## src/uul1_pkg.sv

```systemverilog
// ----------------------------------------------------------------------------
// uul1_pkg
// Shared types, constants and helpers for the URL unescape / UTF-8 to
// Latin-1 converter.
// ----------------------------------------------------------------------------
package uul1_pkg;

    localparam int unsigned APB_ADDR_W = 3;
    localparam int unsigned APB_DATA_W = 32;

    localparam logic [7:0] CHAR_NUL   = 8'h00;
    localparam logic [7:0] CHAR_PCT   = 8'h25;
    localparam logic [7:0] CHAR_PLUS  = 8'h2B;
    localparam logic [7:0] CHAR_SPACE = 8'h20;

    localparam logic [7:0] REPL_CHAR_RESET = 8'd95;

    // One decoded byte handed from the escape stage to the UTF-8 stage.
    // end_raw: the string ends after this byte (raw zero seen).
    typedef struct packed {
        logic       en;
        logic [7:0] data;
        logic       end_raw;
    } t_feed;

    // Loose hex mapping: digits and 'A'-'F' as usual, anything else c-0x57.
    function automatic logic [7:0] hex_nibble(input logic [7:0] c);
        logic [7:0] r;
        if (c >= 8'h30 && c <= 8'h39) begin
            r = c - 8'h30;
        end else if (c >= 8'h41 && c <= 8'h46) begin
            r = c - 8'h37;
        end else begin
            r = c - 8'h57;
        end
        return r;
    endfunction

endpackage

```

## src/uul1_ifs.sv

```systemverilog
// ----------------------------------------------------------------------------
// uul1 stream interfaces
// Valid/ready channels for raw input bytes and decoded result items.
// ----------------------------------------------------------------------------
interface uul1_in_if;
    logic       valid;
    logic       ready;
    logic [7:0] in_byte;
    logic       last_in;

    modport source (output valid, output in_byte, output last_in, input ready);
    modport sink   (input valid, input in_byte, input last_in, output ready);
endinterface

interface uul1_out_if;
    logic       valid;
    logic       ready;
    logic [7:0] latin1_byte;
    logic       byte_valid;
    logic       end_of_string;
    logic       status;

    modport source (output valid, output latin1_byte, output byte_valid,
                    output end_of_string, output status, input ready);
    modport sink   (input valid, input latin1_byte, input byte_valid,
                    input end_of_string, input status, output ready);
endinterface

```

## src/uul1_pct_dec.sv

```systemverilog
// ----------------------------------------------------------------------------
// uul1_pct_dec
// Percent-escape decoder: turns raw characters into decoded bytes.
// ----------------------------------------------------------------------------
module uul1_pct_dec import uul1_pkg::*; (
    input  logic       i_clk,
    input  logic       i_rst_n,
    input  logic       i_en,
    input  logic [7:0] i_byte,
    input  logic       i_last,
    input  logic       i_blocked,
    output t_feed      o_feed
);

    typedef enum logic [1:0] {
        ESC_IDLE,
        ESC_HIGH,
        ESC_LOW
    } t_esc_phase;

    t_esc_phase r_phase, n_phase;
    logic [7:0] r_esc_val, n_esc_val;
    logic [7:0] nib;

    always_comb begin
        nib       = hex_nibble(i_byte);
        n_phase   = r_phase;
        n_esc_val = r_esc_val;
        o_feed    = '0;
        if (!i_blocked) begin
            unique case (r_phase)
                ESC_IDLE: begin
                    if (i_byte == CHAR_NUL) begin
                        o_feed.end_raw = 1'b1;
                    end else if (i_byte == CHAR_PCT) begin
                        n_phase = ESC_HIGH;
                    end else begin
                        o_feed.en   = 1'b1;
                        o_feed.data = (i_byte == CHAR_PLUS) ? CHAR_SPACE : i_byte;
                    end
                end
                ESC_HIGH: begin
                    if (i_byte == CHAR_NUL) begin
                        n_phase        = ESC_IDLE;
                        o_feed.end_raw = 1'b1;
                    end else begin
                        n_esc_val = {nib[3:0], 4'h0};
                        n_phase   = ESC_LOW;
                        // '%' plus one char at end: high digit goes out alone
                        if (i_last) begin
                            o_feed.en   = 1'b1;
                            o_feed.data = {nib[3:0], 4'h0};
                        end
                    end
                end
                ESC_LOW: begin
                    n_phase   = ESC_IDLE;
                    o_feed.en = 1'b1;
                    if (i_byte == CHAR_NUL) begin
                        o_feed.data    = r_esc_val;
                        o_feed.end_raw = 1'b1;
                    end else begin
                        o_feed.data = r_esc_val + nib;
                    end
                end
                default: begin
                    n_phase = ESC_IDLE;
                end
            endcase
        end
        if (i_last) begin
            n_phase   = ESC_IDLE;
            n_esc_val = 8'h00;
        end
    end

    always_ff @(posedge i_clk) begin
        if (!i_rst_n) begin
            r_phase   <= ESC_IDLE;
            r_esc_val <= 8'h00;
        end else if (i_en) begin
            r_phase   <= n_phase;
            r_esc_val <= n_esc_val;
        end
    end

endmodule

```

## src/uul1_utf8_dec.sv

```systemverilog
// ----------------------------------------------------------------------------
// uul1_utf8_dec
// UTF-8 sequence decoder (1 to 6 byte forms) with Latin-1 mapping.
// ----------------------------------------------------------------------------
module uul1_utf8_dec import uul1_pkg::*; (
    input  logic       i_clk,
    input  logic       i_rst_n,
    input  logic       i_en,
    input  t_feed      i_feed,
    input  logic       i_last,
    input  logic [7:0] i_repl,
    output logic       o_blocked,
    output logic       o_out_en,
    output logic [7:0] o_out_byte,
    output logic       o_status
);

    localparam logic [7:0] LEAD_MIN = 8'hC2;
    localparam logic [7:0] LEAD_3B  = 8'hE0;
    localparam logic [7:0] LEAD_4B  = 8'hF0;
    localparam logic [7:0] LEAD_5B  = 8'hF8;
    localparam logic [7:0] LEAD_6B  = 8'hFC;
    localparam logic [7:0] LEAD_BAD = 8'hFE;

    logic [2:0]  r_rem, n_rem;
    logic [7:0]  r_lead, n_lead;
    logic        r_fcs, n_fcs;
    logic [30:0] r_accum, n_accum;
    logic        r_err, n_err;
    logic        r_term, n_term;
    logic [7:0]  d;
    logic        overlong;

    assign o_blocked = r_term | r_err;
    assign d         = i_feed.data;

    always_comb begin
        n_rem      = r_rem;
        n_lead     = r_lead;
        n_fcs      = r_fcs;
        n_accum    = r_accum;
        n_err      = r_err;
        n_term     = r_term;
        o_out_en   = 1'b0;
        o_out_byte = 8'h00;
        overlong   = ((r_lead == LEAD_3B) && (d < 8'hA0)) ||
                     ((r_lead == LEAD_4B) && (d < 8'h90)) ||
                     ((r_lead == LEAD_5B) && (d < 8'h88)) ||
                     ((r_lead == LEAD_6B) && (d < 8'h84));

        if (i_feed.en && !r_term && !r_err) begin
            if (d == CHAR_NUL) begin
                n_err  = r_err | (r_rem != 3'd0);
                n_term = 1'b1;
            end else if (r_rem == 3'd0) begin
                n_fcs  = 1'b0;
                n_lead = d;
                if (d < 8'h80) begin
                    o_out_en   = 1'b1;
                    o_out_byte = d;
                    n_lead     = r_lead;
                    n_fcs      = r_fcs;
                end else if (d < LEAD_MIN || d >= LEAD_BAD) begin
                    n_err  = 1'b1;
                    n_lead = r_lead;
                    n_fcs  = r_fcs;
                end else if (d < LEAD_3B) begin
                    n_rem   = 3'd1;
                    n_accum = {26'd0, d[4:0]};
                end else if (d < LEAD_4B) begin
                    n_rem   = 3'd2;
                    n_accum = {27'd0, d[3:0]};
                end else if (d < LEAD_5B) begin
                    n_rem   = 3'd3;
                    n_accum = {28'd0, d[2:0]};
                end else if (d < LEAD_6B) begin
                    n_rem   = 3'd4;
                    n_accum = {29'd0, d[1:0]};
                end else begin
                    n_rem   = 3'd5;
                    n_accum = {30'd0, d[0]};
                end
            end else if (d[7:6] != 2'b10) begin
                n_err = 1'b1;
            end else if (!r_fcs && overlong) begin
                n_err = 1'b1;
            end else begin
                n_fcs   = 1'b1;
                n_accum = {r_accum[24:0], d[5:0]};
                n_rem   = r_rem - 3'd1;
                if (r_rem == 3'd1) begin
                    o_out_en   = 1'b1;
                    o_out_byte = (n_accum[30:8] == 23'd0) ? n_accum[7:0] : i_repl;
                end
            end
        end

        // raw zero closes the string after any byte delivered with it
        if (i_feed.end_raw) begin
            n_err  = n_err | (n_rem != 3'd0);
            n_term = 1'b1;
        end

        o_status = n_err | (n_rem != 3'd0);

        if (i_last) begin
            n_rem   = 3'd0;
            n_lead  = 8'h00;
            n_fcs   = 1'b0;
            n_accum = 31'd0;
            n_err   = 1'b0;
            n_term  = 1'b0;
        end
    end

    always_ff @(posedge i_clk) begin
        if (!i_rst_n) begin
            r_rem   <= 3'd0;
            r_lead  <= 8'h00;
            r_fcs   <= 1'b0;
            r_accum <= 31'd0;
            r_err   <= 1'b0;
            r_term  <= 1'b0;
        end else if (i_en) begin
            r_rem   <= n_rem;
            r_lead  <= n_lead;
            r_fcs   <= n_fcs;
            r_accum <= n_accum;
            r_err   <= n_err;
            r_term  <= n_term;
        end
    end

endmodule

```

## src/url_unescape_utf8_to_latin1_top.sv

```systemverilog
// ----------------------------------------------------------------------------
// url_unescape_utf8_to_latin1_top
// URL percent-decoder followed by a UTF-8 to Latin-1 converter.
// ----------------------------------------------------------------------------
// Takes one raw byte of a URL-encoded string per clock cycle, last byte
// marked, and delivers decoded Latin-1 bytes. Each accepted byte lands in an
// input register; the escape and UTF-8 state update for it happens as the
// byte leaves that register, and its result (if any) is loaded into the
// output register, from which it is presented. The last byte of a string
// always yields one result carrying end_of_string and status. Sustained
// rate is one byte per cycle, set by the escape and UTF-8 sequence state
// being updated once per byte; the input stalls only while the output
// register holds a result the sink has not taken. replacement_char sits at
// APB byte address 0 and should be written only while the block is idle.
module url_unescape_utf8_to_latin1_top import uul1_pkg::*; (
    input  logic                  i_clk,
    input  logic                  i_rst_n,
    uul1_in_if.sink               i_in,
    uul1_out_if.source            o_out,
    input  logic                  psel,
    input  logic                  penable,
    input  logic                  pwrite,
    input  logic [APB_ADDR_W-1:0] paddr,
    input  logic [APB_DATA_W-1:0] pwdata,
    output logic [APB_DATA_W-1:0] prdata,
    output logic                  pready
);

    localparam logic REG_REPL_CHAR = 1'b0;

    logic       r_s1_valid;
    logic [7:0] r_s1_byte;
    logic       r_s1_last;
    logic       s1_go;

    logic [7:0] r_repl;

    logic       r_out_valid;
    logic [7:0] r_out_byte;
    logic       r_out_bvalid;
    logic       r_out_eos;
    logic       r_out_status;

    t_feed      feed;
    logic       blocked;
    logic       dec_en;
    logic [7:0] dec_byte;
    logic       dec_status;

    // config port
    assign pready = 1'b1;
    assign prdata = (paddr[2] == REG_REPL_CHAR) ? {{(APB_DATA_W-8){1'b0}}, r_repl}
                                                : '0;

    always_ff @(posedge i_clk) begin
        if (!i_rst_n) begin
            r_repl <= REPL_CHAR_RESET;
        end else if (psel && penable && pwrite && (paddr[2] == REG_REPL_CHAR)) begin
            r_repl <= pwdata[7:0];
        end
    end

    // input register
    assign s1_go      = r_s1_valid && (!r_out_valid || o_out.ready);
    assign i_in.ready = !r_s1_valid || s1_go;

    always_ff @(posedge i_clk) begin
        if (!i_rst_n) begin
            r_s1_valid <= 1'b0;
        end else if (i_in.ready) begin
            r_s1_valid <= i_in.valid;
        end
    end

    always_ff @(posedge i_clk) begin
        if (i_in.ready && i_in.valid) begin
            r_s1_byte <= i_in.in_byte;
            r_s1_last <= i_in.last_in;
        end
    end

    uul1_pct_dec u_pct (
        .i_clk     (i_clk),
        .i_rst_n   (i_rst_n),
        .i_en      (s1_go),
        .i_byte    (r_s1_byte),
        .i_last    (r_s1_last),
        .i_blocked (blocked),
        .o_feed    (feed)
    );

    uul1_utf8_dec u_utf8 (
        .i_clk      (i_clk),
        .i_rst_n    (i_rst_n),
        .i_en       (s1_go),
        .i_feed     (feed),
        .i_last     (r_s1_last),
        .i_repl     (r_repl),
        .o_blocked  (blocked),
        .o_out_en   (dec_en),
        .o_out_byte (dec_byte),
        .o_status   (dec_status)
    );

    // result register
    always_ff @(posedge i_clk) begin
        if (!i_rst_n) begin
            r_out_valid <= 1'b0;
        end else if (s1_go) begin
            r_out_valid <= dec_en || r_s1_last;
        end else if (o_out.ready) begin
            r_out_valid <= 1'b0;
        end
    end

    always_ff @(posedge i_clk) begin
        if (s1_go) begin
            r_out_byte   <= dec_en ? dec_byte : 8'h00;
            r_out_bvalid <= dec_en;
            r_out_eos    <= r_s1_last;
            r_out_status <= r_s1_last && dec_status;
        end
    end

    assign o_out.valid         = r_out_valid;
    assign o_out.latin1_byte   = r_out_byte;
    assign o_out.byte_valid    = r_out_bvalid;
    assign o_out.end_of_string = r_out_eos;
    assign o_out.status        = r_out_status;

endmodule

```

## src/flat_wrapper.sv

```systemverilog
// flat-port wrapper written by rule: the top's interface ports become plain ports
module url_unescape_utf8_to_latin1_top_flat import uul1_pkg::*;
  (i_clk, i_rst_n, psel, penable, pwrite, paddr, pwdata, prdata, pready, i_in_valid, i_in_in_byte, i_in_last_in, i_in_ready, o_out_valid, o_out_latin1_byte, o_out_byte_valid, o_out_end_of_string, o_out_status, o_out_ready);
  uul1_in_if i_in_i ();
  uul1_out_if o_out_i ();
  input  logic i_clk;
  input  logic i_rst_n;
  input  logic psel;
  input  logic penable;
  input  logic pwrite;
  input  logic [APB_ADDR_W-1:0] paddr;
  input  logic [APB_DATA_W-1:0] pwdata;
  output logic [APB_DATA_W-1:0] prdata;
  output logic pready;
  input wire logic [$bits(i_in_i.valid)-1:0] i_in_valid;
  input wire logic [$bits(i_in_i.in_byte)-1:0] i_in_in_byte;
  input wire logic [$bits(i_in_i.last_in)-1:0] i_in_last_in;
  output wire logic [$bits(i_in_i.ready)-1:0] i_in_ready;
  output wire logic [$bits(o_out_i.valid)-1:0] o_out_valid;
  output wire logic [$bits(o_out_i.latin1_byte)-1:0] o_out_latin1_byte;
  output wire logic [$bits(o_out_i.byte_valid)-1:0] o_out_byte_valid;
  output wire logic [$bits(o_out_i.end_of_string)-1:0] o_out_end_of_string;
  output wire logic [$bits(o_out_i.status)-1:0] o_out_status;
  input wire logic [$bits(o_out_i.ready)-1:0] o_out_ready;
  assign i_in_i.valid = i_in_valid;
  assign i_in_i.in_byte = i_in_in_byte;
  assign i_in_i.last_in = i_in_last_in;
  assign i_in_ready = i_in_i.ready;
  assign o_out_valid = o_out_i.valid;
  assign o_out_latin1_byte = o_out_i.latin1_byte;
  assign o_out_byte_valid = o_out_i.byte_valid;
  assign o_out_end_of_string = o_out_i.end_of_string;
  assign o_out_status = o_out_i.status;
  assign o_out_i.ready = o_out_ready;
  url_unescape_utf8_to_latin1_top u_core (.i_clk(i_clk), .i_rst_n(i_rst_n), .i_in(i_in_i), .o_out(o_out_i), .psel(psel), .penable(penable), .pwrite(pwrite), .paddr(paddr), .pwdata(pwdata), .prdata(prdata), .pready(pready));
endmodule
```

## config.mk

```make
export PLATFORM = sky130hd
export DESIGN_NAME = url_unescape_utf8_to_latin1_top_flat
export DESIGN_NICKNAME = d
export VERILOG_FILES = /design/src/uul1_pkg.sv /design/src/uul1_ifs.sv /design/src/uul1_pct_dec.sv /design/src/uul1_utf8_dec.sv /design/src/url_unescape_utf8_to_latin1_top.sv /design/src/flat_wrapper.sv
export SDC_FILE = /design/constraint.sdc
export NUM_CORES = 1
export LEC_CHECK = 0
export BUFFER_PORTS_ARGS = -buffer_cell sky130_fd_sc_hd__buf_2
export CAP_MARGIN = 20
export CORE_MARGIN = 10
export CORE_UTILIZATION = 45
export CTS_BUF_LIST = sky130_fd_sc_hd__clkbuf_16
export CTS_CLUSTER_DIAMETER = 60
export DETAILED_ROUTE_END_ITERATION = 10
export HOLD_SLACK_MARGIN = 0.12
export PLACE_DENSITY = 0.65
export SETUP_SLACK_MARGIN = 0.2
export SYNTH_ARGS = -nofsm -noshare
export SYNTH_HDL_FRONTEND = slang
export SYNTH_SLANG_ARGS = --single-unit
```

## constraint.sdc

```tcl
create_clock -name i_clk -period 8.4 [get_ports i_clk]
set_clock_uncertainty 0.15 [all_clocks]
set_input_delay 2.52 -clock i_clk [delete_from_list [all_inputs] [get_ports i_clk]]
set_output_delay 2.52 -clock i_clk [all_outputs]
set_load 0.01 [all_outputs]
```

=== After elaboration in Yosys (flattened, before gate mapping) ===
Index checks and enable logic that the tools add are counted.

* Logic and storage cells: 199
* Flip-flop bits (word level): 79
* Output and inout bits: 46
* Bits of input ports: 51

* Equal/unequal tests: 21
* Bitwise operators: 7
* Multiplexer cells: 88
* $add $sub $neg: 5
* Reduce and logical (&&, ||, !) cells: 46
* $lt $le $gt $ge: 15

{| class="wikitable"
|+ Operator list
! kind !! number
|-
| 25-bit two-way mux || 8
|-
| 8-bit two-way mux || 21
|-
| 8-bit < comparator (second input constant) || 10
|-
| 3-bit two-way mux || 12
|-
| 9-bit two-way mux || 4
|-
| 8-bit == test (second input constant) || 4
|-
| 1-bit two-way mux || 32
|-
| 10-bit case mux with 3 select lines || 1
|-
| 23-bit zero test || 1
|-
| 3-bit by 2-bit != test with 1-bit output (second input constant) || 6
|-
| 8-bit by 6-bit == test with 1-bit output (second input constant) || 2
|-
| 8-bit zero test || 2
|-
| 8-bit by 6-bit subtractor with 8-bit output (second input constant) || 2
|-
| 1-bit logical AND || 15
|-
| 2-bit two-way mux || 6
|-
| 3-bit nonzero test || 4
|-
| 10-bit two-way mux || 1
|-
| 2-bit by 1-bit != test with 1-bit output (second input constant) || 5
|-
| 8-bit adder || 1
|-
| 8-bit by 6-bit greater-or-equal comparator with 1-bit output (second input constant) || 1
|-
| 8-bit by 7-bit greater-or-equal comparator with 1-bit output (second input constant) || 1
|-
| 8-bit greater-or-equal comparator (second input constant) || 1
|-
| 8-bit by 6-bit <= comparator with 1-bit output (second input constant) || 1
|-
| 8-bit by 7-bit <= comparator with 1-bit output (second input constant) || 1
|-
| 21 further kinds || 40
|}

=== Longest topological paths before layout ===
* Depth after elaboration: 24
* Depth in mapped cells: 24

=== Hierarchy ===
Synthesis repeated with hierarchy kept, for this count alone.

* Cell total of the unflattened synthesis: 483
* Area total of the unflattened synthesis: 4554.4 um^2

{| class="wikitable"
|+ By module, submodules not included
! module !! area each (um^2) !! instances !! sequential area each (um^2) !! cells each
|-
| uul1_utf8_dec || 2062.0 || 1 || 780.7 || 227
|-
| url_unescape_utf8_to_latin1_top || 1368.8 || 1 || 800.8 || 109
|-
| uul1_pct_dec || 1123.6 || 1 || 120.1 || 147
|}

=== Worst setup path before layout ===
OpenSTA, ideal clock, no wires.

* Path type: input to output
* Start point: input o_out_ready
* End point: output i_in_ready
* Setup slack: 3.002 ns
* Data arrival time: 2.728 ns
* Required time: 5.730 ns
* Stages on the path: 1
* Cells stage by stage: nand3b_1

* Cells in the longest elaborated chain, start to end: 3

{| class="wikitable"
|+ Ends and longest elaborated chain
! element !! line !! text
|-
| start: declaration || flat_wrapper.sv:24 || <nowiki>input wire logic [$bits(o_out_i.ready)-1:0] o_out_ready;</nowiki>
|-
| 1-bit logical OR || url_unescape_utf8_to_latin1_top.sv:64 || <nowiki>assign s1_go = r_s1_valid && (!r_out_valid || o_out.ready);</nowiki>
|-
| 1-bit logical AND || url_unescape_utf8_to_latin1_top.sv:64 ||
|-
| 1-bit logical OR || url_unescape_utf8_to_latin1_top.sv:65 || <nowiki>assign i_in.ready = !r_s1_valid || s1_go;</nowiki>
|-
| end: declaration || flat_wrapper.sv:18 || <nowiki>output wire logic [$bits(i_in_i.ready)-1:0] i_in_ready;</nowiki>
|}

No other way between the ends.

=== Final worst setup path ===
Same ends and word-level chain as after synthesis.

==> flow_metrics.py <==
metrics = {
    "pwr": {
        "report.power.total_uw": 915,
        "p_leak_nw": 2.02,
        "powerDensity_mw_per_mm2": 179,
        "vdd_ir_drop_max_v": 0.000116,
    },
    "timing": {
        "clock.fmax_ghz": 0.178,
        "timing.final.hold_violations": 0,
        "rsz0062_at_grt": "no",
        "tns_ns": 0,
        "fin_crit_sh_pct": 66.8,
        "setup_viol": 0,
        "slew_violations": 0,
        "maxSlewHeadroom_pct": 41.1,
        "worst_pin_slew_ns": 0.877,
        "layout_min_cycle_time_ns": 5.61,
        "hold-worst-slack_ns": 0.314,
    },
    "worst_setup_path": {
        "cp_max_fo": 3,
        "cp.arrival_ns": 2.94,
        "startpoint": "o_out_ready",
        "r2r-start": "u_core.r_s1_byte[0]",
        "setup.worst_path.end_class": "primary output",
        "cp-start-kind": "input port",
        "worst_ep_required_time_ns": 5.73,
        "worstSetupPathType": "input port to primary output",
    },
    "global_routing": {
        "grt_antenna_before_repair": 0,
        "grt_max_degree": 49,
        "grt_pass1_wl_um": 18600,
        "groute.usage.overall_pct": 15.4,
        "first_global_vias": 3795,
        "globalRouteOverflowTotal": 0,
    },
    "logic_synthesis": {
        "synthArstFlopShare_pct": 0,
        "ys_seq_elements": 75,
        "syn_area_per_cell_sq_um": 8.76,
        "synthesis.yosys.warnings": 0,
        "synth-edff-count": 20,
        "post_synth_instance_area_sq_mm": 0.00460,
        "synth_seq_area_share_pct": 37.0,
        "postSynth.topFlopCell": "dfxtp_1",
        "synthesis.instances": 525,
        "synth.distinct_cells": 81,
    },
    "cells_and_area": {
        "layout_commonest_cell": "nor2_1",
        "layout_common_cells": "59 x nor2_1, 55 x dfxtp_1, 49 x nand2_1, 45 x buf_2",
        "multi_input_comb_area_sq_mm": 0.00260,
        "nFillCells": 941,
        "final_nets": 626,
        "antennaDiodeCount": 0,
        "layout-area-overhead-vs-synth_pct": 11.1,
        "seqCellArea_sq_mm": 0.00170,
        "layout-drive-gt1-share_pct": 15.1,
    },
    "clocking": {
        "clkLatencyLatePin_ns": 0.33,
        "clock_root_buffer_master": "clkbuf_16",
        "cts_tree": "yes",
        "cts_repair_resize_count": 0,
        "clock_path_buffers": 2,
        "cts_setup_buffers": 0,
        "path_clk_slew_ns": 0.06,
        "htreeDepth": 3,
        "cts_hold_buffers": 0,
        "cts_buffers": 9,
        "cts.sink_count": 75,
    },
    "routing": {
        "ant_nets": 0,
        "wl_per_cell_um": 16.7,
        "route.detailed.vias_per_inst": 5.77,
        "wirelength_um": 11600,
        "drt_first_pass_iters": 6,
        "post-route-drc-count": 0,
        "dr.first_iter.drc_count": 342,
        "num_vias": 4007,
    },
    "floorplanning": {
        "io_pins": 97,
        "start_util_pct": 46.6,
        "core-area_sq_mm": 0.00986,
        "die_h_um": 121,
        "dieArea_sq_mm": 0.0147,
        "floorplan.die.width_um": 121,
        "core.rowCount": 36,
    },
    "placed_design": {
        "post-dp-hpwl_um": 8720,
        "io_buffers": 45,
        "place_congestion": 0.927,
    },
    "min_path": {
        "timing.hold.worst.class": "flip-flop to flip-flop",
        "worst_hold_startpoint": "u_core.u_utf8.r_lead[1]",
    },
    "flow_run": {
        "timing.max_cap.violations": 0,
    },
    "outcome": {
        "run_status": "finished, final reports clean",
    },
}
-- kinds of logic after synthesis --
kind of cell	after synthesis	synth area share, %
adders and majority gates	17	4.79
xor gates and xnor gates	6	1.14
DFF	75	37.0
other	2	0.163
buffers and inverters	67	8.35
AOI/OAI and AO/OA	140	22.4
muxes	4	0.870
and+or+nand+nor	214	25.3
-- registers in the layout, summed over array words and instances, names as in the netlist, 2 cells and up --
name,cells
u_core.u_pct.r_phase,2
u_core.u_utf8.r_accum,25
u_core.u_utf8.r_lead,8
u_core.o_out.latin1_byte,8
u_core.r_s1_byte,8
u_core.u_pct.r_esc_val,4
u_core.u_utf8.r_rem,3
u_core.r_repl,8
-- layer usage --
metal	track usage [%]	vias to the layer above	wire length, um
met3	4.00	22	944
li1	-	1953	-
met1	20.3	1900	5280
met2	23.7	132	5140
met5	0	-	0
met4	5.81	0	209
-- layout make-up --
cell class	instances	area share, %
Sequential cell	75	33.3
Inverter	19	1.40
Tap cell	133	3.26
Clock buffer	12	5.88
Clock inverter	3	0.441
Multi-Input combinational cell	406	50.9
Timing Repair Buffer	47	4.85
-- where the power goes --
part / total [mW] / internal [mW] / switching (mW)
Clock: 0.404 / 0.254 / 0.150
Combinational: 0.118 / 0.0423 / 0.0762
Sequential: 0.392 / 0.382 / 0.0102
Total: 0.915 / 0.678 / 0.236
-- synth_stat cells (3+ instances only) --
cell type | instances | share of area (%)
nand2b_1 | 8 | 1.1
xnor2_1 | 5 | 0.95
clkbuf_1 | 13 | 1.1
o21bai_1 | 3 | 0.49
buf_2 | 4 | 0.44
nor4_2 | 4 | 1.1
or4_1 | 3 | 0.49
nand3b_1 | 3 | 0.49
nor2b_1 | 10 | 1.4
buf_4 | 26 | 4.2
nand3_1 | 19 | 2.1
nand4_1 | 6 | 0.82
o21ai_0 | 12 | 1.3
a31oi_1 | 4 | 0.54
edfxtp_1 | 20 | 13
a22oi_1 | 30 | 4.9
nor4_1 | 8 | 1.1
and3_1 | 5 | 0.68
nor4b_1 | 3 | 0.57
a211oi_1 | 4 | 0.65
a32oi_1 | 3 | 0.57
a22o_1 | 6 | 1.1
nor2_1 | 59 | 4.8
o22ai_1 | 3 | 0.41
buf_6 | 4 | 0.98
nor3_1 | 6 | 0.65
o21ai_1 | 9 | 0.98
a21oi_1 | 30 | 3.3
inv_1 | 18 | 1.5
nand2_1 | 49 | 4.0
mux2i_1 | 4 | 0.87
o211ai_1 | 4 | 0.65
ha_1 | 16 | 4.4
dfxtp_1 | 55 | 24
and2_1 | 7 | 0.95
-- critical path, cell delays in order --
cell and delay [ns]:
buf_2 0.10, nand3b_1 0.17, buf_2 0.16
-- final timing paths --
path	endpoint	slack, ns	cells past startpoint
max	i_in_ready	2.79	3
min	u_core.u_utf8.r_lead[1]	0.31	2
max reg2reg	u_core.o_out.status	2.96	21
min reg2reg	u_core.u_utf8.r_lead[1]	0.31	2
-- per-stage QoR --
step | cells | instance area [sq um] | util (%) | worst slack (ns)
after floorplan | 548 | 4690 | - | 3.00
after global placement | 679 | 4770 | 48.4 | 2.79
after detailed placement | 679 | 4770 | 48.4 | 2.72
after CTS | 694 | 5100 | 51.7 | 2.71
after global routing | 695 | 5110 | 51.8 | 2.42
final | 695 | 5110 | 51.8 | 2.79
Power figures use the tool's default switching activity.
